**src/salu_pkg.sv**
```systemverilog
// Package for the stack ALU: action codes, port widths, default sizes and
// the command and status structs between controller and datapath.
// No dependencies.
package salu_pkg;

   localparam int DEFAULT_STACK_DEPTH = 8;
   localparam int DEFAULT_WORD_BITS   = 8;

   localparam int ACTION_BITS = 3;
   localparam int PORT_WORD_BITS = 8;
   localparam int FILL_BITS   = 4;

   typedef enum logic [ACTION_BITS-1:0] {
      ACT_PUSH = 3'd0,
      ACT_POP  = 3'd1,
      ACT_ADD  = 3'd2,
      ACT_SUB  = 3'd3,
      ACT_MUL  = 3'd4,
      ACT_DIV  = 3'd5
   } action_type;

   // Commands from the controller, one step of the sequence per cycle.
   typedef struct packed {
      logic latch;       // capture the request, clear the per-item flags
      logic pop;         // read the top word, drop the level if not empty
      logic pop_second;  // the pop fills operand B instead of the first slot
      logic cap_first;   // take the read word as operand A or popped word
      logic cap_second;  // take the read word as operand B
      logic calc;        // form the arithmetic result
      logic push;        // write a word on top if there is room
      logic respond;     // load the response registers
   } salu_cmd_type;

   typedef struct packed {
      logic [ACTION_BITS-1:0] action;
   } salu_stat_type;

endpackage

```
**src/salu_ram.sv**
```systemverilog
// Generic single-write, single-read RAM with a registered read port.
// No dependencies.
module salu_ram #(
   parameter int WIDTH = 8,
   parameter int DEPTH = 8
) (
   input  logic                     clock,
   input  logic                     wr_en,
   input  logic [$clog2(DEPTH)-1:0] wr_addr,
   input  logic [WIDTH-1:0]         wr_data,
   input  logic                     rd_en,
   input  logic [$clog2(DEPTH)-1:0] rd_addr,
   output logic [WIDTH-1:0]         rd_data
);

   logic [WIDTH-1:0] mem_ff [DEPTH];
   logic [WIDTH-1:0] rd_data_ff;

   always_ff @(posedge clock) begin
      if (wr_en) begin
         mem_ff[wr_addr] <= wr_data;
      end
      if (rd_en) begin
         rd_data_ff <= mem_ff[rd_addr];
      end
   end

   assign rd_data = rd_data_ff;

endmodule

```
**src/salu_ctrl.sv**
```systemverilog
// Sequencer of the stack ALU: walks each action through its pops, its
// arithmetic step, its push and its response. Depends on salu_pkg.
module salu_ctrl
   import salu_pkg::*;
(
   input  logic          clock,
   input  logic          reset,
   input  logic          start,
   input  salu_stat_type stat,
   output salu_cmd_type  cmd,
   output logic          busy,
   output logic          rsp_strobe
);

   typedef enum logic [3:0] {
      S_IDLE,
      S_DECODE,
      S_POP_A,
      S_CAP_A,
      S_POP_B,
      S_CAP_B,
      S_CALC,
      S_PUSH,
      S_RESP
   } state_type;

   state_type state_ff;
   state_type state_in;
   logic      strobe_in;
   logic      strobe_ff;

   always_comb begin
      state_in  = state_ff;
      strobe_in = 1'b0;
      cmd       = '0;
      case (state_ff)
         S_IDLE: begin
            if (start) begin
               cmd.latch = 1'b1;
               state_in  = S_DECODE;
            end
         end
         S_DECODE: begin
            case (stat.action)
               ACT_PUSH: state_in = S_PUSH;
               ACT_POP, ACT_ADD, ACT_SUB, ACT_MUL: state_in = S_POP_A;
               default: state_in = S_RESP;
            endcase
         end
         S_POP_A: begin
            cmd.pop  = 1'b1;
            state_in = S_CAP_A;
         end
         S_CAP_A: begin
            cmd.cap_first = 1'b1;
            state_in = (stat.action == ACT_POP) ? S_RESP : S_POP_B;
         end
         S_POP_B: begin
            cmd.pop        = 1'b1;
            cmd.pop_second = 1'b1;
            state_in       = S_CAP_B;
         end
         S_CAP_B: begin
            cmd.cap_second = 1'b1;
            state_in       = S_CALC;
         end
         S_CALC: begin
            cmd.calc = 1'b1;
            state_in = S_PUSH;
         end
         S_PUSH: begin
            cmd.push = 1'b1;
            state_in = S_RESP;
         end
         S_RESP: begin
            cmd.respond = 1'b1;
            strobe_in   = 1'b1;
            state_in    = S_IDLE;
         end
         default: state_in = S_IDLE;
      endcase
   end

   always_ff @(posedge clock) begin
      if (reset) begin
         state_ff  <= S_IDLE;
         strobe_ff <= 1'b0;
      end else begin
         state_ff  <= state_in;
         strobe_ff <= strobe_in;
      end
   end

   assign busy       = (state_ff != S_IDLE);
   assign rsp_strobe = strobe_ff;

endmodule

```
**src/salu_dp.sv**
```systemverilog
// Datapath of the stack ALU: stack memory, fill level, operand and result
// registers, and the response registers. Depends on salu_pkg and salu_ram.
module salu_dp
   import salu_pkg::*;
#(
   parameter int STACK_DEPTH = DEFAULT_STACK_DEPTH,
   parameter int WORD_BITS   = DEFAULT_WORD_BITS
) (
   input  logic                             clock,
   input  logic                             reset,
   input  salu_cmd_type                     cmd,
   output salu_stat_type                    stat,
   input  logic [ACTION_BITS-1:0]           req_action,
   input  logic signed [PORT_WORD_BITS-1:0] req_push_value,
   output logic signed [PORT_WORD_BITS-1:0] rsp_result_value,
   output logic                             rsp_push_ok,
   output logic                             rsp_first_pop_ok,
   output logic                             rsp_second_pop_ok,
   output logic [FILL_BITS-1:0]             rsp_fill_level
);

   localparam int LEVEL_BITS = $clog2(STACK_DEPTH + 1);
   localparam int ADDR_BITS  = $clog2(STACK_DEPTH);

   logic [ACTION_BITS-1:0] action_ff;
   logic [WORD_BITS-1:0]   push_word_ff;
   logic [WORD_BITS-1:0]   value_ff;
   logic [WORD_BITS-1:0]   opa_ff;
   logic [WORD_BITS-1:0]   opb_ff;
   logic [LEVEL_BITS-1:0]  level_ff;
   logic                   first_ok_ff;
   logic                   second_ok_ff;
   logic                   pushed_ff;

   logic                        empty;
   logic                        full;
   logic [WORD_BITS-1:0]        rd_data;
   logic [WORD_BITS-1:0]        wr_data;
   logic                        wr_en;
   logic [2*WORD_BITS-1:0]      product;
   logic [WORD_BITS-1:0]        calc_word;

   logic signed [PORT_WORD_BITS-1:0] rsp_result_value_ff;
   logic                             rsp_push_ok_ff;
   logic                             rsp_first_pop_ok_ff;
   logic                             rsp_second_pop_ok_ff;
   logic [FILL_BITS-1:0]             rsp_fill_level_ff;

   assign empty = (level_ff == '0);
   assign full  = (level_ff == LEVEL_BITS'(STACK_DEPTH));
   assign stat.action = action_ff;

   // A word pushed by an arithmetic action is its result.
   assign wr_en   = cmd.push && !full;
   assign wr_data = (action_ff == ACT_PUSH) ? push_word_ff : value_ff;

   salu_ram #(
      .WIDTH (WORD_BITS),
      .DEPTH (STACK_DEPTH)
   ) u_stack (
      .clock   (clock),
      .wr_en   (wr_en),
      .wr_addr (level_ff[ADDR_BITS-1:0]),
      .wr_data (wr_data),
      .rd_en   (cmd.pop),
      .rd_addr (ADDR_BITS'(level_ff - LEVEL_BITS'(1))),
      .rd_data (rd_data)
   );

   assign product = (2*WORD_BITS)'(opa_ff) * (2*WORD_BITS)'(opb_ff);

   always_comb begin
      case (action_ff)
         ACT_ADD: calc_word = opa_ff + opb_ff;
         ACT_SUB: calc_word = opa_ff - opb_ff;
         default: calc_word = product[WORD_BITS-1:0];
      endcase
   end

   always_ff @(posedge clock) begin
      if (reset) begin
         level_ff     <= '0;
         opa_ff       <= '0;
         opb_ff       <= '0;
         first_ok_ff  <= 1'b0;
         second_ok_ff <= 1'b0;
         pushed_ff    <= 1'b0;
      end else begin
         if (cmd.latch) begin
            first_ok_ff  <= 1'b0;
            second_ok_ff <= 1'b0;
            pushed_ff    <= 1'b0;
         end
         if (cmd.pop && !empty) begin
            level_ff <= level_ff - LEVEL_BITS'(1);
            if (cmd.pop_second) begin
               second_ok_ff <= 1'b1;
            end else begin
               first_ok_ff <= 1'b1;
            end
         end
         // A failed pop leaves the operand register as it was.
         if (cmd.cap_first && first_ok_ff && action_ff != ACT_POP) begin
            opa_ff <= rd_data;
         end
         if (cmd.cap_second && second_ok_ff) begin
            opb_ff <= rd_data;
         end
         if (wr_en) begin
            level_ff  <= level_ff + LEVEL_BITS'(1);
            pushed_ff <= 1'b1;
         end
      end
   end

   always_ff @(posedge clock) begin
      if (cmd.latch) begin
         action_ff    <= req_action;
         push_word_ff <= WORD_BITS'($unsigned(req_push_value));
         value_ff     <= '0;
      end
      if (cmd.cap_first && first_ok_ff && action_ff == ACT_POP) begin
         value_ff <= rd_data;
      end
      if (cmd.calc) begin
         value_ff <= calc_word;
      end
      if (cmd.respond) begin
         rsp_result_value_ff  <= PORT_WORD_BITS'(value_ff);
         rsp_push_ok_ff       <= pushed_ff;
         rsp_first_pop_ok_ff  <= first_ok_ff;
         rsp_second_pop_ok_ff <= second_ok_ff;
         rsp_fill_level_ff    <= FILL_BITS'(level_ff);
      end
   end

   assign rsp_result_value  = rsp_result_value_ff;
   assign rsp_push_ok       = rsp_push_ok_ff;
   assign rsp_first_pop_ok  = rsp_first_pop_ok_ff;
   assign rsp_second_pop_ok = rsp_second_pop_ok_ff;
   assign rsp_fill_level    = rsp_fill_level_ff;

endmodule

```
**src/stack_alu.sv**
```systemverilog
// Top level of the stack ALU: a bounded stack of words with add, subtract
// and multiply. Depends on salu_pkg, salu_ctrl, salu_dp and salu_ram.
//
// Usage. A request (req_action, req_push_value) is taken at a rising edge
// where start is high and busy is low; busy then stays high until the item
// is finished. Each request yields exactly one response, shown on the rsp_
// ports for one cycle while rsp_strobe is high; that transfer cannot be held
// off by the receiver, so it must sample the response in that cycle.
// The sequencer steps through the single-read stack memory one access per
// cycle: after a decode state, a push goes through a push state; a pop
// through a pop and a capture state; add, subtract and multiply through
// two pops with their captures, a calculate and a push state; divide and
// unused codes go straight on; every action ends in the response state.
// busy drops in the strobe cycle, so a new request can be accepted there,
// but not while the previous item is still being worked.
// Each pop reads the stack memory through its registered read port, and the
// arithmetic result is registered before it is pushed.
// Reset (synchronous, active high) empties the stack and clears both
// operand registers; no clearing pass over the memory is needed because a
// word read from a slot is only used after that slot has been written.
module stack_alu
   import salu_pkg::*;
#(
   parameter int STACK_DEPTH = DEFAULT_STACK_DEPTH,
   parameter int WORD_BITS   = DEFAULT_WORD_BITS
) (
   input  logic                             clock,
   input  logic                             reset,
   input  logic                             start,
   output logic                             busy,
   input  logic [ACTION_BITS-1:0]           req_action,
   input  logic signed [PORT_WORD_BITS-1:0] req_push_value,
   output logic                             rsp_strobe,
   output logic signed [PORT_WORD_BITS-1:0] rsp_result_value,
   output logic                             rsp_push_ok,
   output logic                             rsp_first_pop_ok,
   output logic                             rsp_second_pop_ok,
   output logic [FILL_BITS-1:0]             rsp_fill_level
);

   salu_cmd_type  cmd;
   salu_stat_type stat;

   // The controller owns sequencing and the response strobe.
   salu_ctrl u_ctrl (
      .clock      (clock),
      .reset      (reset),
      .start      (start),
      .stat       (stat),
      .cmd        (cmd),
      .busy       (busy),
      .rsp_strobe (rsp_strobe)
   );

   // The datapath holds the stack, the operands and the response fields.
   salu_dp #(
      .STACK_DEPTH (STACK_DEPTH),
      .WORD_BITS   (WORD_BITS)
   ) u_dp (
      .clock             (clock),
      .reset             (reset),
      .cmd               (cmd),
      .stat              (stat),
      .req_action        (req_action),
      .req_push_value    (req_push_value),
      .rsp_result_value  (rsp_result_value),
      .rsp_push_ok       (rsp_push_ok),
      .rsp_first_pop_ok  (rsp_first_pop_ok),
      .rsp_second_pop_ok (rsp_second_pop_ok),
      .rsp_fill_level    (rsp_fill_level)
   );

endmodule
```
**config.mk**
```make
export PLATFORM = sky130hd
export DESIGN_NAME = stack_alu
export DESIGN_NICKNAME = d
export VERILOG_FILES = /design/src/salu_pkg.sv /design/src/salu_ram.sv /design/src/salu_ctrl.sv /design/src/salu_dp.sv /design/src/stack_alu.sv
export SDC_FILE = /design/constraint.sdc
export NUM_CORES = 1
export LEC_CHECK = 0
export ABC_CLOCK_PERIOD_IN_PS = 4450
export BUFFER_PORTS_ARGS = -buffer_cell sky130_fd_sc_hd__buf_2
export CAP_MARGIN = 20
export CELL_PAD_IN_SITES_DETAIL_PLACEMENT = 1
export CELL_PAD_IN_SITES_GLOBAL_PLACEMENT = 1
export CORE_MARGIN = 1
export CORE_UTILIZATION = 30
export DETAILED_ROUTE_END_ITERATION = 16
export GPL_TIMING_DRIVEN = 0
export HOLD_SLACK_MARGIN = 0.08
export PLACE_DENSITY_LB_ADDON = 0.1
export REMOVE_ABC_BUFFERS = 1
export SKIP_LAST_GASP = 1
export SYNTH_ARGS = -nofsm -noshare
export SYNTH_HDL_FRONTEND = slang
export SYNTH_SLANG_ARGS = --single-unit
```
**constraint.sdc**
```tcl
create_clock -name clock -period 4.45 [get_ports clock]
set_input_delay 0 -clock clock [delete_from_list [all_inputs] [get_ports clock]]
set_output_delay 0 -clock clock [all_outputs]
set_load 0.02 [all_outputs]
```
==> impl_metrics.prom, run 1 <==
# TYPE chip_impl_metric gauge
chip_impl_metric{name="synthesis.instances",unit=""} 488
chip_impl_metric{name="count_of_different_cell_masters_after_synthesis",unit=""} 45
chip_impl_metric{name="synth.cell_area",unit="sq um"} 6530
chip_impl_metric{name="clock_latency",unit="ns"} 0.42
chip_impl_info{name="synthDominantAreaCellType",value="sky130_fd_sc_hd__edfxtp_1"} 1
chip_impl_info{name="unrepaired_setup_endpoints_after_global_routing",value="no"} 1
chip_impl_metric{name="final.setup.worst_slack",unit="ns"} 0.195
chip_impl_metric{name="period_minus_slack",unit="ns"} 4.25
chip_impl_metric{name="io_pins",unit=""} 31
chip_impl_metric{name="design.core.area",unit="sq um"} 21200
chip_impl_metric{name="layout_worst_path_cycle_share",unit=""} 0.956
chip_impl_info{name="critPathCaptureType",value="register"} 1
chip_impl_metric{name="ctsLongestPathBuffers",unit=""} 2
chip_impl_metric{name="fill_count",unit=""} 2222
chip_impl_metric{name="synthArstFlopShare",unit=""} 0
chip_impl_metric{name="post-route-util",unit=""} 0.369
chip_impl_metric{name="number_of_flops_mapped_to_enable_cells_by_yosys",unit=""} 106
chip_impl_metric{name="route.antenna.remaining_nets",unit=""} 0
chip_impl_metric{name="grtUsageTotal",unit=""} 0.163
chip_impl_metric{name="vias_per_cell",unit=""} 4.74
chip_impl_metric{name="power.static_leakage",unit="nW"} 2.90
chip_impl_metric{name="clock_tree.htree_level_count",unit=""} 4
chip_impl_metric{name="clk_transition_reported_paths",unit="ns"} 0.06
chip_impl_metric{name="synth_mux_area_frac",unit=""} 0.110
chip_impl_metric{name="die-width",unit="microns"} 150
chip_impl_metric{name="arrival",unit="ns"} 4.38
chip_impl_info{name="synth_top_family_by_area",value="multiplexers"} 1
chip_impl_metric{name="die_height",unit="microns"} 150
chip_impl_info{name="path_class",value="register to register"} 1
chip_impl_metric{name="yosys_warnings",unit=""} 0
chip_impl_info{name="worstSetupStartpoint",value="u_dp.opb_ff[4]"} 1
chip_impl_metric{name="synth_fa_ha_area_frac",unit=""} 0.0916
chip_impl_metric{name="count_of_routing_violations_after_the_opening_detailed_route_iteration",unit=""} 222
chip_impl_metric{name="route.final.wire_length",unit="mm"} 16.6
chip_impl_metric{name="synth.ff_latch_count",unit=""} 134
chip_impl_info{name="tritoncts",value="done"} 1
chip_impl_metric{name="report.final.hold_viol_count",unit=""} 0
chip_impl_metric{name="synth-xor-area-share",unit=""} 0.0477
chip_impl_metric{name="power_switching_share",unit=""} 0.223
chip_impl_metric{name="synth.yosys.seq_area_share",unit=""} 0.573
chip_impl_info{name="min_from",value="req_push_value[2]"} 1
chip_impl_metric{name="p_sw",unit="mW"} 0.648
chip_impl_metric{name="detailedPlacementHpwl",unit="mm"} 11.5
chip_impl_metric{name="ir_drop",unit="mV"} 0.259
chip_impl_info{name="yosys-top-cells-area",value="sky130_fd_sc_hd__edfxtp_1 (49%), sky130_fd_sc_hd__dfxtp_1 (8.6%), sky130_fd_sc_hd__mux4_2 (5.5%), sky130_fd_sc_hd__ha_1 (5.2%), sky130_fd_sc_hd__fa_1 (4.0%)"} 1
chip_impl_metric{name="timing.critical_path.required",unit="ns"} 4.58
chip_impl_metric{name="synthesis.area_per_instance",unit="sq um"} 13.4
chip_impl_info{name="ys_top_cells_by_count",value="sky130_fd_sc_hd__edfxtp_1 (106), sky130_fd_sc_hd__nor2_1 (37), sky130_fd_sc_hd__nand2_1 (36)"} 1
chip_impl_metric{name="p_int",unit="mW"} 2.26
chip_impl_metric{name="starting_density_of_the_core",unit=""} 0.309
chip_impl_metric{name="grt-ovfl-total",unit=""} 0
chip_impl_info{name="worst_r2r_startpoint",value="u_dp.opb_ff[4]"} 1
chip_impl_metric{name="dp_slack",unit="ns"} -0.275
chip_impl_metric{name="worstMarginPinSlew",unit="ns"} 1.05
chip_impl_metric{name="die_area",unit="sq um"} 22400
chip_impl_metric{name="finish.net_count",unit=""} 597
chip_impl_metric{name="cts_inserted_buffers",unit=""} 17
chip_impl_metric{name="power_density",unit="nW/um^2"} 372
chip_impl_metric{name="area_growth_syn_to_layout",unit="%"} 19.7
chip_impl_metric{name="fp-row-count",unit=""} 53
chip_impl_metric{name="final_max_slew_viol_count",unit=""} 0
chip_impl_metric{name="finalWeightedCongestion",unit=""} 0.742
chip_impl_metric{name="antenna_cells",unit=""} 0
chip_impl_metric{name="max_cap_violations",unit=""} 0
chip_impl_metric{name="slew_headroom",unit=""} 0.295
chip_impl_metric{name="drc_errors",unit=""} 0
chip_impl_metric{name="portBuffers",unit=""} 30
chip_impl_metric{name="sequential_fraction_of_design_power",unit=""} 0.488
chip_impl_metric{name="maximum_fanout_along_the_worst_path",unit=""} 8
chip_impl_metric{name="layout-drive-gt1-share",unit=""} 0.227
chip_impl_metric{name="post-synth-top-area-fraction",unit=""} 0.488
chip_impl_info{name="run_status",value="finished, final reports clean"} 1
chip_impl_metric{name="number_of_clock_sinks",unit=""} 134
chip_impl_info{name="synth_most_common_cell",value="sky130_fd_sc_hd__edfxtp_1"} 1
chip_impl_metric{name="detail_route.wl_per_cell",unit="microns"} 19.9
chip_impl_metric{name="grt_antenna_before_repair",unit=""} 0
chip_impl_info{name="hold_path_class",value="input port to register"} 1
chip_impl_metric{name="max_freq",unit="GHz"} 0.235
chip_impl_metric{name="synth_compound_gate_area_share",unit=""} 0.0491
chip_impl_metric{name="grt_pass1_wl",unit="mm"} 26.1
chip_impl_metric{name="detailedRoute.firstPassIterationCount",unit=""} 4
chip_impl_metric{name="clock-skew-final",unit="ns"} 0.00983
chip_impl_metric{name="grt_start_max_net_pins",unit=""} 26
chip_impl_metric{name="synth_simple_gate_area_share",unit=""} 0.0960
chip_impl_info{name="root_buffer",value="sky130_fd_sc_hd__clkbuf_16"} 1
chip_impl_metric{name="first_global_vias",unit=""} 4277
chip_impl_metric{name="finalSetupViolCount",unit=""} 0
chip_impl_metric{name="clock_power_share",unit=""} 0.471
chip_impl_info{name="synth_top_flop_cell",value="sky130_fd_sc_hd__edfxtp_1"} 1
chip_impl_metric{name="timing.hold.ws",unit="ns"} 0.291
chip_impl_metric{name="via_count",unit=""} 3940
chip_impl_metric{name="power_frac_comb",unit=""} 0.041
chip_impl_metric{name="tns",unit="ns"} 0
chip_impl_info{name="critical_path.startpoint_type",value="register"} 1
## layer usage
layer / vias up / GRT usage / share of wire
met3: 11 / 0.0338 / 0.021
met4: 0 / 0.0439 / 0.010
li1: 1863 / - / -
met5: - / 0 / 0
met1: 2026 / 0.213 / 0.47
met2: 40 / 0.271 / 0.50
## path summary, 6_finish.rpt
check	endpoint	slack, ns	cells after the start
worst max-delay path	u_dp.value_ff[7]	0.20	13
worst min-delay path	u_dp.push_word_ff[2]	0.29	2
worst max register to register	u_dp.value_ff[7]	0.20	13
worst min register to register	u_dp.rsp_push_ok	0.44	0
## critical path: stages (launching register included)
cell and delay, ns:
sky130_fd_sc_hd__dfxtp_4 0.41, sky130_fd_sc_hd__nand2_1 0.10, sky130_fd_sc_hd__fa_2 0.40, sky130_fd_sc_hd__fa_1 0.54
sky130_fd_sc_hd__inv_1 0.05, sky130_fd_sc_hd__fa_1 0.47, sky130_fd_sc_hd__inv_1 0.05, sky130_fd_sc_hd__fa_1 0.47
sky130_fd_sc_hd__xor2_2 0.17, sky130_fd_sc_hd__xnor3_1 0.33, sky130_fd_sc_hd__xnor3_1 0.38, sky130_fd_sc_hd__xnor3_1 0.23
sky130_fd_sc_hd__a32oi_1 0.24, sky130_fd_sc_hd__o31ai_2 0.12
## flip-flops by register name, indices dropped and copies added (netlist names), 4 cells and up
register,count
u_dp.level_ff,4
u_dp.push_word_ff,8
u_dp.opa_ff,8
u_dp.opb_ff,8
u_dp.u_stack.mem_ff,64
u_dp.rsp_fill_level,4
u_ctrl.state_ff,4
u_dp.u_stack.rd_data,8
u_dp.rsp_result_value,8
u_dp.value_ff,8
## repair_timing
item | CTS | global route
setup endpoints to repair | 1 | 1
pin swaps | 0 | 1
setup buffers | 0 | 6
hold buffers | 13 | 0
endpoints found under the hold margin | 35 | 0
resized for setup | 7 | 10
gates cloned | 0 | 0
## cell type report
type	count	area [sq um]	area share
multi-input combinational	301	2620	0.336
tap	275	344	0.0440
clock buffer	18	429	0.0549
clock inverter	14	149	0.0190
sequential	134	3770	0.482
inverter	35	131	0.0168
timing repair buffer	54	372	0.0475
## logic make-up (layout without fill, tap and decap cells)
logic type | after synthesis | in the layout
XOR/XNOR | 30 | 30
multiplexers | 50 | 50
AO/OA/AOI/OAI | 51 | 51
buffers and inverters | 53 | 121
AND/OR/NAND/NOR | 130 | 130
flip-flops | 134 | 134
adder cells (fa/ha/maj) | 40 | 40
## per-stage QoR
step                      cell area, sq um  total power [mW]  cells
after floorplan                       6450              1.50    470
after global placement                6950              1.56    775
after detailed placement              7020              1.56    780
after CTS                             7740              2.95    825
after global routing                  7820              3.01    831
final                                 7820              2.91    831
## cells in the final DEF, fill, tap and decap left out, drive strengths merged, types with 7 or more instances in the layout
cell         netlist  layout
mux2              16      16
xnor2             21      21
and2              16      16
buf                7      41
dlygate4sd3        0      13
a21oi             16      16
clkinv             0       7
ha                27      27
nor2              38      38
nand2             36      36
edfxtp           106     106
dfxtp             28      28
o21ai             13      13
inv               35      39
nor3              17      17
mux2i             18      18
fa                13      13
mux4              16      16
clkbuf            11      18
## power groups by stage
| stage | Sequential [mW] | Clock (mW) | Combinational (mW) |
|---|---|---|---|
| 3_5_place_dp | 1.45 | 0 | 0.112 |
| 6_report | 1.42 | 1.37 | 0.118 |
| 4_1_cts | 1.42 | 1.41 | 0.121 |
| 3_3_place_gp | 1.45 | 0 | 0.106 |
| 5_1_grt | 1.42 | 1.45 | 0.131 |
| 2_1_floorplan | 1.44 | 0 | 0.0596 |
Note: power is estimated with default switching activity, not from simulation.
==> inputs of run 2 (changes only) <==
- REMOVE_ABC_BUFFERS: 1 -> not set
==> impl_metrics.prom, run 2 (synthesis gave the netlist of run 1 again) <==
# TYPE chip_impl_metric gauge
chip_impl_info{name="run_status",value="finished, final reports clean"} 1
chip_impl_metric{name="area_growth_syn_to_layout",unit="%"} 21.5
chip_impl_info{name="layout_commonest_cell",value="sky130_fd_sc_hd__edfxtp_1"} 1
chip_impl_info{name="worst_r2r_startpoint",value="u_dp.opb_ff[4]"} 1
chip_impl_metric{name="route.antenna.remaining_nets",unit=""} 0
chip_impl_metric{name="io_pins",unit=""} 31
chip_impl_info{name="endpoint_of_the_most_critical_register_to_register_path",value="u_dp.value_ff[7]"} 1
chip_impl_metric{name="portBuffers",unit=""} 29
chip_impl_info{name="root_buffer",value="sky130_fd_sc_hd__clkbuf_16"} 1
chip_impl_metric{name="placedCellCount",unit=""} 796
chip_impl_metric{name="critical_path_cell_count",unit=""} 13
chip_impl_metric{name="number_of_clock_sinks",unit=""} 134
chip_impl_metric{name="finalSetupViolCount",unit=""} 0
chip_impl_metric{name="antenna_cells",unit=""} 0
chip_impl_metric{name="power_frac_comb",unit=""} 0.042
chip_impl_info{name="tritoncts",value="done"} 1
chip_impl_info{name="worst_path_most_repeated_cell",value="sky130_fd_sc_hd__fa_1"} 1
chip_impl_metric{name="grt_start_max_net_pins",unit=""} 17
chip_impl_metric{name="finish.net_count",unit=""} 615
chip_impl_metric{name="stdcell_count",unit=""} 849
chip_impl_metric{name="first_global_vias",unit=""} 4268
chip_impl_metric{name="timing.critical_path.required",unit="ns"} 4.60
chip_impl_metric{name="grt_pass1_wl",unit="mm"} 25.5
chip_impl_info{name="worstSetupStartpoint",value="u_dp.opb_ff[4]"} 1
chip_impl_metric{name="worstRegToRegCells",unit=""} 13
chip_impl_metric{name="layout-drive-gt1-share",unit=""} 0.233
chip_impl_metric{name="design.core.area",unit="sq um"} 21200
chip_impl_metric{name="power_switching_share",unit=""} 0.226
chip_impl_info{name="crit_slowest_cell",value="sky130_fd_sc_hd__fa_1"} 1
chip_impl_metric{name="detail_route.wl_per_cell",unit="microns"} 19.4
chip_impl_metric{name="die_area",unit="sq um"} 22400
chip_impl_metric{name="sequential_fraction_of_design_power",unit=""} 0.470
chip_impl_info{name="final_cell_mix",value="sky130_fd_sc_hd__edfxtp_1 (106), sky130_fd_sc_hd__nor2_1 (37), sky130_fd_sc_hd__nand2_1 (36), sky130_fd_sc_hd__buf_2 (34), sky130_fd_sc_hd__inv_1 (33)"} 1
chip_impl_metric{name="clock_latency",unit="ns"} 0.42
chip_impl_metric{name="power_density",unit="nW/um^2"} 380
chip_impl_metric{name="clock_power_share",unit=""} 0.488
chip_impl_metric{name="maximum_fanout_along_the_worst_path",unit=""} 5
chip_impl_metric{name="clock-skew-final",unit="ns"} 0.0106
chip_impl_metric{name="worstMarginPinSlew",unit="ns"} 1.08
chip_impl_metric{name="largest_reg_flops",unit=""} 64
chip_impl_metric{name="via_count",unit=""} 4033
chip_impl_metric{name="arrival",unit="ns"} 4.40
chip_impl_metric{name="starting_density_of_the_core",unit=""} 0.309
chip_impl_metric{name="route.final.wire_length",unit="mm"} 16.5
chip_impl_metric{name="cpPeakStageDelay",unit="ns"} 0.54
chip_impl_metric{name="ir_drop",unit="mV"} 0.229
chip_impl_metric{name="report.final.hold_viol_count",unit=""} 0
chip_impl_metric{name="grt-ovfl-total",unit=""} 0
chip_impl_info{name="timing.critical_path.to",value="u_dp.value_ff[7]"} 1
chip_impl_info{name="unrepaired_setup_endpoints_after_global_routing",value="no"} 1
chip_impl_metric{name="max_cap_violations",unit=""} 0
chip_impl_metric{name="period_minus_slack",unit="ns"} 4.25
chip_impl_info{name="largest-register",value="u_dp.u_stack.mem_ff"} 1
chip_impl_metric{name="detailedRoute.firstPassIterationCount",unit=""} 4
chip_impl_metric{name="detailedPlacementHpwl",unit="mm"} 11.9
chip_impl_metric{name="ctsLongestPathBuffers",unit=""} 2
chip_impl_info{name="path_class",value="register to register"} 1
chip_impl_metric{name="die-width",unit="microns"} 150
chip_impl_info{name="critPathCaptureType",value="register"} 1
chip_impl_metric{name="layout_worst_path_cycle_share",unit=""} 0.955
chip_impl_metric{name="power.static_leakage",unit="nW"} 2.97
chip_impl_info{name="worstPathCellList",value="nand2_1 > fa_1 > fa_1 > inv_1 > fa_1 > inv_1 > fa_1 > xor2_2 > xnor3_1 > xnor3_1 > xnor3_1 > a32oi_1 > o31ai_1"} 1
chip_impl_metric{name="die_height",unit="microns"} 150
chip_impl_metric{name="max_freq",unit="GHz"} 0.235
chip_impl_metric{name="final_max_slew_viol_count",unit=""} 0
chip_impl_metric{name="timing.reg2reg.setup_slack",unit="ns"} 0.20
chip_impl_info{name="critical_path.startpoint_type",value="register"} 1
chip_impl_metric{name="clk_transition_reported_paths",unit="ns"} 0.07
chip_impl_metric{name="drc_errors",unit=""} 0
chip_impl_metric{name="finalWeightedCongestion",unit=""} 0.725
chip_impl_metric{name="p_int",unit="mW"} 2.33
chip_impl_metric{name="grt_antenna_before_repair",unit=""} 0
chip_impl_metric{name="timing.hold.ws",unit="ns"} 0.297
chip_impl_metric{name="postSynthNetCount",unit=""} 542
chip_impl_metric{name="cts_inserted_buffers",unit=""} 17
chip_impl_metric{name="clock_tree.htree_level_count",unit=""} 4
chip_impl_metric{name="vias_per_cell",unit=""} 4.75
chip_impl_metric{name="count_of_routing_violations_after_the_opening_detailed_route_iteration",unit=""} 235
chip_impl_metric{name="slew_headroom",unit=""} 0.279
chip_impl_metric{name="grtUsageTotal",unit=""} 0.159
chip_impl_info{name="critical-path-top-delay-family",value="adder cells"} 1
chip_impl_metric{name="path_buf_inv",unit=""} 2
chip_impl_info{name="hold_path_class",value="input port to register"} 1
chip_impl_metric{name="p_sw",unit="mW"} 0.681
chip_impl_metric{name="fp-row-count",unit=""} 53
## run 2: changes by cell type in the layout (fill, tap and decap cells not counted), moves of 2 or more
cell                       delta
sky130_fd_sc_hd__buf_1        +2
sky130_fd_sc_hd__buf_2        +3
sky130_fd_sc_hd__buf_4        +6
sky130_fd_sc_hd__clkbuf_1     +7
sky130_fd_sc_hd__clkinv_1     -2
sky130_fd_sc_hd__inv_6        +2
## run 2: layout make-up
class | count | area [sq um]
inverter | 35 | 131
sequential | 134 | 3770
multi-input combinational | 301 | 2610
buffer | 15 | 66.3
clock inverter | 14 | 186
timing repair buffer | 57 | 393
clock buffer | 18 | 429
fill | 2218 | 13200
tap | 275 | 344
## run 2: worst min path at each step
stage,from,to,slack [ns],cells after the start
CTS,req_push_value[7],u_dp.push_word_ff[7],0.27,2
global placement,req_push_value[3],u_dp.push_word_ff[3],0.18,1
detailed placement,req_push_value[0],u_dp.push_word_ff[0],0.18,1
floorplan,req_push_value[0],u_dp.push_word_ff[0],0.1,0
global route,req_push_value[2],u_dp.push_word_ff[2],0.30,2
finish,req_action[0],u_dp.stat[0],0.30,2
## run 2: layer usage
metal  vias to the layer above  track usage  part of all wire
li1                       1903            -                 -
met3                        17       0.0293             0.025
met4                         0       0.0500             0.014
met1                      2059        0.220              0.49
met2                        54        0.250              0.47
met5                         -            0                 0
## run 2: what timing repair did
item,4_1_cts,5_1_grt
endpoints found under the hold margin,19,0
setup endpoints to repair,1,1
gates resized for setup,7,10
buffers inserted,0,11
hold buffers,13,0
pin swaps,0,1
## run 2: power by group through the flow
stage / combinational (mW) / sequential, mW / clock, mW
2_1_floorplan: 0.0691 / 1.44 / 0
4_1_cts: 0.131 / 1.42 / 1.50
3_3_place_gp: 0.114 / 1.45 / 0
3_5_place_dp: 0.121 / 1.45 / 0
6_report: 0.128 / 1.42 / 1.47
5_1_grt: 0.141 / 1.42 / 1.55
## run 2: metrics by stage
step                worst slack, ns  cell area (sq um)   util  TNS, ns  power [mW]
finish                        0.200               7930  0.375        0        3.01
global route                 0.0117               7930  0.375        0        3.11
CTS                          0.0225               7820  0.370        0        3.05
detailed placement           -0.278               7080  0.335   -0.278        1.57
global placement             -0.293               7020  0.332   -0.293        1.56
floorplan                     0.269               6530      -        0        1.51
==> inputs of run 3 (changes only) <==
- SYNTH_HIERARCHICAL: not set -> 1
==> impl_metrics.prom, run 3 <==
# TYPE chip_impl_metric gauge
chip_impl_info{name="run_status",value="finished, final reports clean"} 1
chip_impl_metric{name="layout_worst_path_cycle_share",unit=""} 0.938
chip_impl_info{name="largest-register",value="u_dp/u_stack/mem_ff"} 1
chip_impl_metric{name="synth_mux_area_frac",unit=""} 0.104
chip_impl_metric{name="yosys_warnings",unit=""} 6
chip_impl_metric{name="ctsLongestPathBuffers",unit=""} 2
chip_impl_metric{name="placement.cell_area",unit="sq um"} 7290
chip_impl_metric{name="max_cap_violations",unit=""} 0
chip_impl_info{name="worst_path_most_repeated_cell",value="sky130_fd_sc_hd__fa_1"} 1
chip_impl_metric{name="p_sw",unit="mW"} 0.639
chip_impl_info{name="unrepaired_setup_endpoints_after_global_routing",value="no"} 1
chip_impl_metric{name="finish.net_count",unit=""} 637
chip_impl_metric{name="clock_latency",unit="ns"} 0.41
chip_impl_metric{name="cpPeakStageDelay",unit="ns"} 0.56
chip_impl_metric{name="layout-drive-gt1-share",unit=""} 0.193
chip_impl_info{name="synth_top_flop_cell",value="sky130_fd_sc_hd__edfxtp_1"} 1
chip_impl_info{name="worstPathCellList",value="nand2_1 > fa_1 > fa_1 > inv_1 > fa_1 > inv_1 > fa_1 > inv_1 > ha_1 > a21oi_1 > xnor2_1 > xnor2_2 > o311ai_2"} 1
chip_impl_metric{name="synthArstFlopShare",unit=""} 0
chip_impl_metric{name="via_count",unit=""} 4162
chip_impl_metric{name="total_power",unit="mW"} 2.91
chip_impl_metric{name="route.antenna.remaining_nets",unit=""} 0
chip_impl_metric{name="fin_area",unit="sq um"} 8000
chip_impl_metric{name="clock_tree.htree_level_count",unit=""} 4
chip_impl_info{name="root_buffer",value="sky130_fd_sc_hd__clkbuf_16"} 1
chip_impl_metric{name="timing.hold.ws",unit="ns"} 0.292
chip_impl_metric{name="synth-xor-area-share",unit=""} 0.0438
chip_impl_info{name="synthDominantAreaCellType",value="sky130_fd_sc_hd__edfxtp_1"} 1
chip_impl_info{name="critical_path.startpoint_type",value="register"} 1
chip_impl_metric{name="maximum_fanout_along_the_worst_path",unit=""} 10
chip_impl_metric{name="stdcell_count",unit=""} 876
chip_impl_metric{name="count_of_different_cell_masters_after_synthesis",unit=""} 57
chip_impl_metric{name="drc_errors",unit=""} 0
chip_impl_metric{name="sequential_fraction_of_design_power",unit=""} 0.491
chip_impl_info{name="synth_top_family_by_area",value="simple AND/OR/NAND/NOR gates"} 1
chip_impl_metric{name="p_int",unit="mW"} 2.27
chip_impl_metric{name="count_of_routing_violations_after_the_opening_detailed_route_iteration",unit=""} 189
chip_impl_metric{name="slew_headroom",unit=""} 0.343
chip_impl_metric{name="synth.yosys.seq_area_share",unit=""} 0.553
chip_impl_metric{name="synth_fa_ha_area_frac",unit=""} 0.0883
chip_impl_metric{name="synth_compound_gate_area_share",unit=""} 0.0543
chip_impl_info{name="crit_slowest_cell",value="sky130_fd_sc_hd__fa_1"} 1
chip_impl_metric{name="fill_count",unit=""} 2343
chip_impl_info{name="path_class",value="register to register"} 1
chip_impl_metric{name="largest_reg_flops",unit=""} 64
chip_impl_metric{name="tns",unit="ns"} 0
chip_impl_metric{name="worstMarginPinSlew",unit="ns"} 0.982
chip_impl_metric{name="portBuffers",unit=""} 30
chip_impl_metric{name="route.final.wire_length",unit="mm"} 16.8
chip_impl_metric{name="clock-skew-final",unit="ns"} 0.00808
chip_impl_metric{name="area_growth_syn_to_layout",unit="%"} 18.1
chip_impl_metric{name="antenna_cells",unit=""} 0
chip_impl_metric{name="grt_antenna_before_repair",unit=""} 0
chip_impl_metric{name="detailedRoute.firstPassIterationCount",unit=""} 4
chip_impl_info{name="ys_top_cells_by_count",value="sky130_fd_sc_hd__edfxtp_1 (106), sky130_fd_sc_hd__nand2_1 (45), sky130_fd_sc_hd__inv_1 (37)"} 1
chip_impl_metric{name="die_height",unit="microns"} 152
chip_impl_metric{name="timing.critical_path.required",unit="ns"} 4.59
chip_impl_metric{name="post_cts_buffers",unit=""} 0
chip_impl_metric{name="grt_pass1_wl",unit="mm"} 26.5
chip_impl_info{name="critPathCaptureType",value="register"} 1
chip_impl_metric{name="cts_inserted_buffers",unit=""} 17
chip_impl_metric{name="grtUsageTotal",unit=""} 0.155
chip_impl_info{name="final_cell_mix",value="sky130_fd_sc_hd__edfxtp_1 (106), sky130_fd_sc_hd__nand2_1 (45), sky130_fd_sc_hd__buf_2 (37), sky130_fd_sc_hd__inv_1 (37), sky130_fd_sc_hd__nor2_1 (32)"} 1
chip_impl_metric{name="finalWeightedCongestion",unit=""} 0.771
chip_impl_metric{name="period_minus_slack",unit="ns"} 4.18
chip_impl_metric{name="starting_density_of_the_core",unit=""} 0.308
chip_impl_metric{name="clock_power_share",unit=""} 0.459
chip_impl_metric{name="final_max_slew_viol_count",unit=""} 0
chip_impl_metric{name="arrival",unit="ns"} 4.31
chip_impl_metric{name="detail_route.wl_per_cell",unit="microns"} 19.1
chip_impl_metric{name="synth_simple_gate_area_share",unit=""} 0.115
chip_impl_metric{name="synth.ff_latch_count",unit=""} 134
chip_impl_metric{name="finalSetupViolCount",unit=""} 0
chip_impl_metric{name="report.final.hold_viol_count",unit=""} 0
chip_impl_metric{name="grt_start_max_net_pins",unit=""} 17
chip_impl_metric{name="power_frac_comb",unit=""} 0.050
chip_impl_metric{name="synth.cell_area",unit="sq um"} 6770
chip_impl_metric{name="first_global_vias",unit=""} 4594
chip_impl_metric{name="die_area",unit="sq um"} 23200
chip_impl_metric{name="power_switching_share",unit=""} 0.220
chip_impl_info{name="layout_commonest_cell",value="sky130_fd_sc_hd__edfxtp_1"} 1
chip_impl_metric{name="ir_drop",unit="mV"} 0.258
chip_impl_metric{name="clk_transition_reported_paths",unit="ns"} 0.06
chip_impl_info{name="hold_path_class",value="input port to register"} 1
chip_impl_metric{name="placedCellCount",unit=""} 832
chip_impl_info{name="yosys-top-cells-area",value="sky130_fd_sc_hd__edfxtp_1 (47%), sky130_fd_sc_hd__dfxtp_1 (8.3%), sky130_fd_sc_hd__mux4_1 (5.8%), sky130_fd_sc_hd__ha_1 (5.0%), sky130_fd_sc_hd__fa_1 (3.8%)"} 1
chip_impl_metric{name="number_of_clock_sinks",unit=""} 134
chip_impl_metric{name="power.static_leakage",unit="nW"} 2.97
chip_impl_metric{name="fp-row-count",unit=""} 54
chip_impl_metric{name="max_freq",unit="GHz"} 0.239
chip_impl_metric{name="grt-ovfl-total",unit=""} 0
chip_impl_metric{name="io_pins",unit=""} 31
chip_impl_metric{name="post-synth-top-area-fraction",unit=""} 0.470
chip_impl_metric{name="number_of_flops_mapped_to_enable_cells_by_yosys",unit=""} 106
chip_impl_metric{name="power_density",unit="nW/um^2"} 363
chip_impl_metric{name="postSynthNetCount",unit=""} 575
chip_impl_metric{name="design.core.area",unit="sq um"} 22000
chip_impl_metric{name="die-width",unit="microns"} 152
chip_impl_metric{name="detailedPlacementHpwl",unit="mm"} 12.2
chip_impl_info{name="tritoncts",value="done"} 1
chip_impl_info{name="synth_most_common_cell",value="sky130_fd_sc_hd__edfxtp_1"} 1
chip_impl_metric{name="vias_per_cell",unit=""} 4.75
chip_impl_metric{name="synthesis.instances",unit=""} 521
chip_impl_metric{name="synthesis.area_per_instance",unit="sq um"} 13.0
[run 3: changes by cell type after synthesis, moves of 6 or more]
cell,change
sky130_fd_sc_hd__nand2_1,+9
sky130_fd_sc_hd__nand3_1,+11
sky130_fd_sc_hd__a21oi_1,+6
sky130_fd_sc_hd__mux4_1,+15
sky130_fd_sc_hd__mux4_2,-15
sky130_fd_sc_hd__mux2i_1,-7
[run 3: worst max-delay path, delay by kind of cell, from the launching register on]
kind | cells | cell delay (ns)
XOR/XNOR | 2 | 0.41
adder cells (fa/ha/maj) | 5 | 2.36
buffers and inverters | 3 | 0.17
flip-flops | 1 | 0.49
AO/OA/AOI/OAI | 2 | 0.35
AND/OR/NAND/NOR | 1 | 0.14
[run 3: cell type report]
type	instances	area, sq um	share of cell area
Sequential cell	134	3750	0.469
Multi-Input combinational cell	328	2770	0.346
Clock buffer	24	514	0.0643
Tap cell	280	350	0.0438
Timing Repair Buffer	44	285	0.0357
Inverter	37	139	0.0174
Buffer	21	136	0.0171
Clock inverter	8	58.8	0.00735
[run 3: kinds of logic (layout without fill, tap and decap cells)]
group | after synthesis | after routing
AOI/OAI and AO/OA | 58 | 58
xor gates and xnor gates | 33 | 33
adders and majority gates | 40 | 40
buffers and inverters | 59 | 134
DFF | 134 | 134
muxes | 43 | 43
and+or+nand+nor | 154 | 154
[run 3: metrics by stage]
stage	worst slack, ns	utilization
floorplan	0.589	-
global placement	-0.151	0.331
detailed placement	-0.176	0.332
CTS	0.0147	0.364
global route	0.0631	0.364
finish	0.274	0.364
[run 3: path summary, 6_finish.rpt]
kind                          start                      to  slack, ns  cells after the start
setup / recovery     u_dp/opa_ff[1]        u_dp/value_ff[7]       0.27                     13
setup reg to reg     u_dp/opa_ff[1]        u_dp/value_ff[7]       0.27                     13
hold / removal    req_push_value[1]    u_dp/push_word_ff[1]       0.29                      2
hold reg to reg   u_dp/second_ok_ff  u_dp/rsp_second_pop_ok       0.43                      0
[run 3: layer usage]
layer,vias up,global-route usage,routed length (microns)
li1,2004,-,-
met5,-,0,0
met3,14,0.0265,352
met4,0,0.0500,244
met1,2099,0.190,7660
met2,45,0.275,8510
[run 3: timing repair]
action	4_1_cts	5_1_grt
endpoints found under the setup margin	1	1
hold endpoints to repair	19	0
hold buffers	13	0
gates resized for setup	2	3
[run 3: power by group through the flow]
stage | registers (mW) | logic (mW) | clock network [mW]
6_report | 1.43 | 0.146 | 1.33
5_1_grt | 1.43 | 0.161 | 1.43
4_1_cts | 1.43 | 0.149 | 1.38
3_5_place_dp | 1.45 | 0.139 | 0
3_3_place_gp | 1.45 | 0.135 | 0
2_1_floorplan | 1.44 | 0.0861 | 0
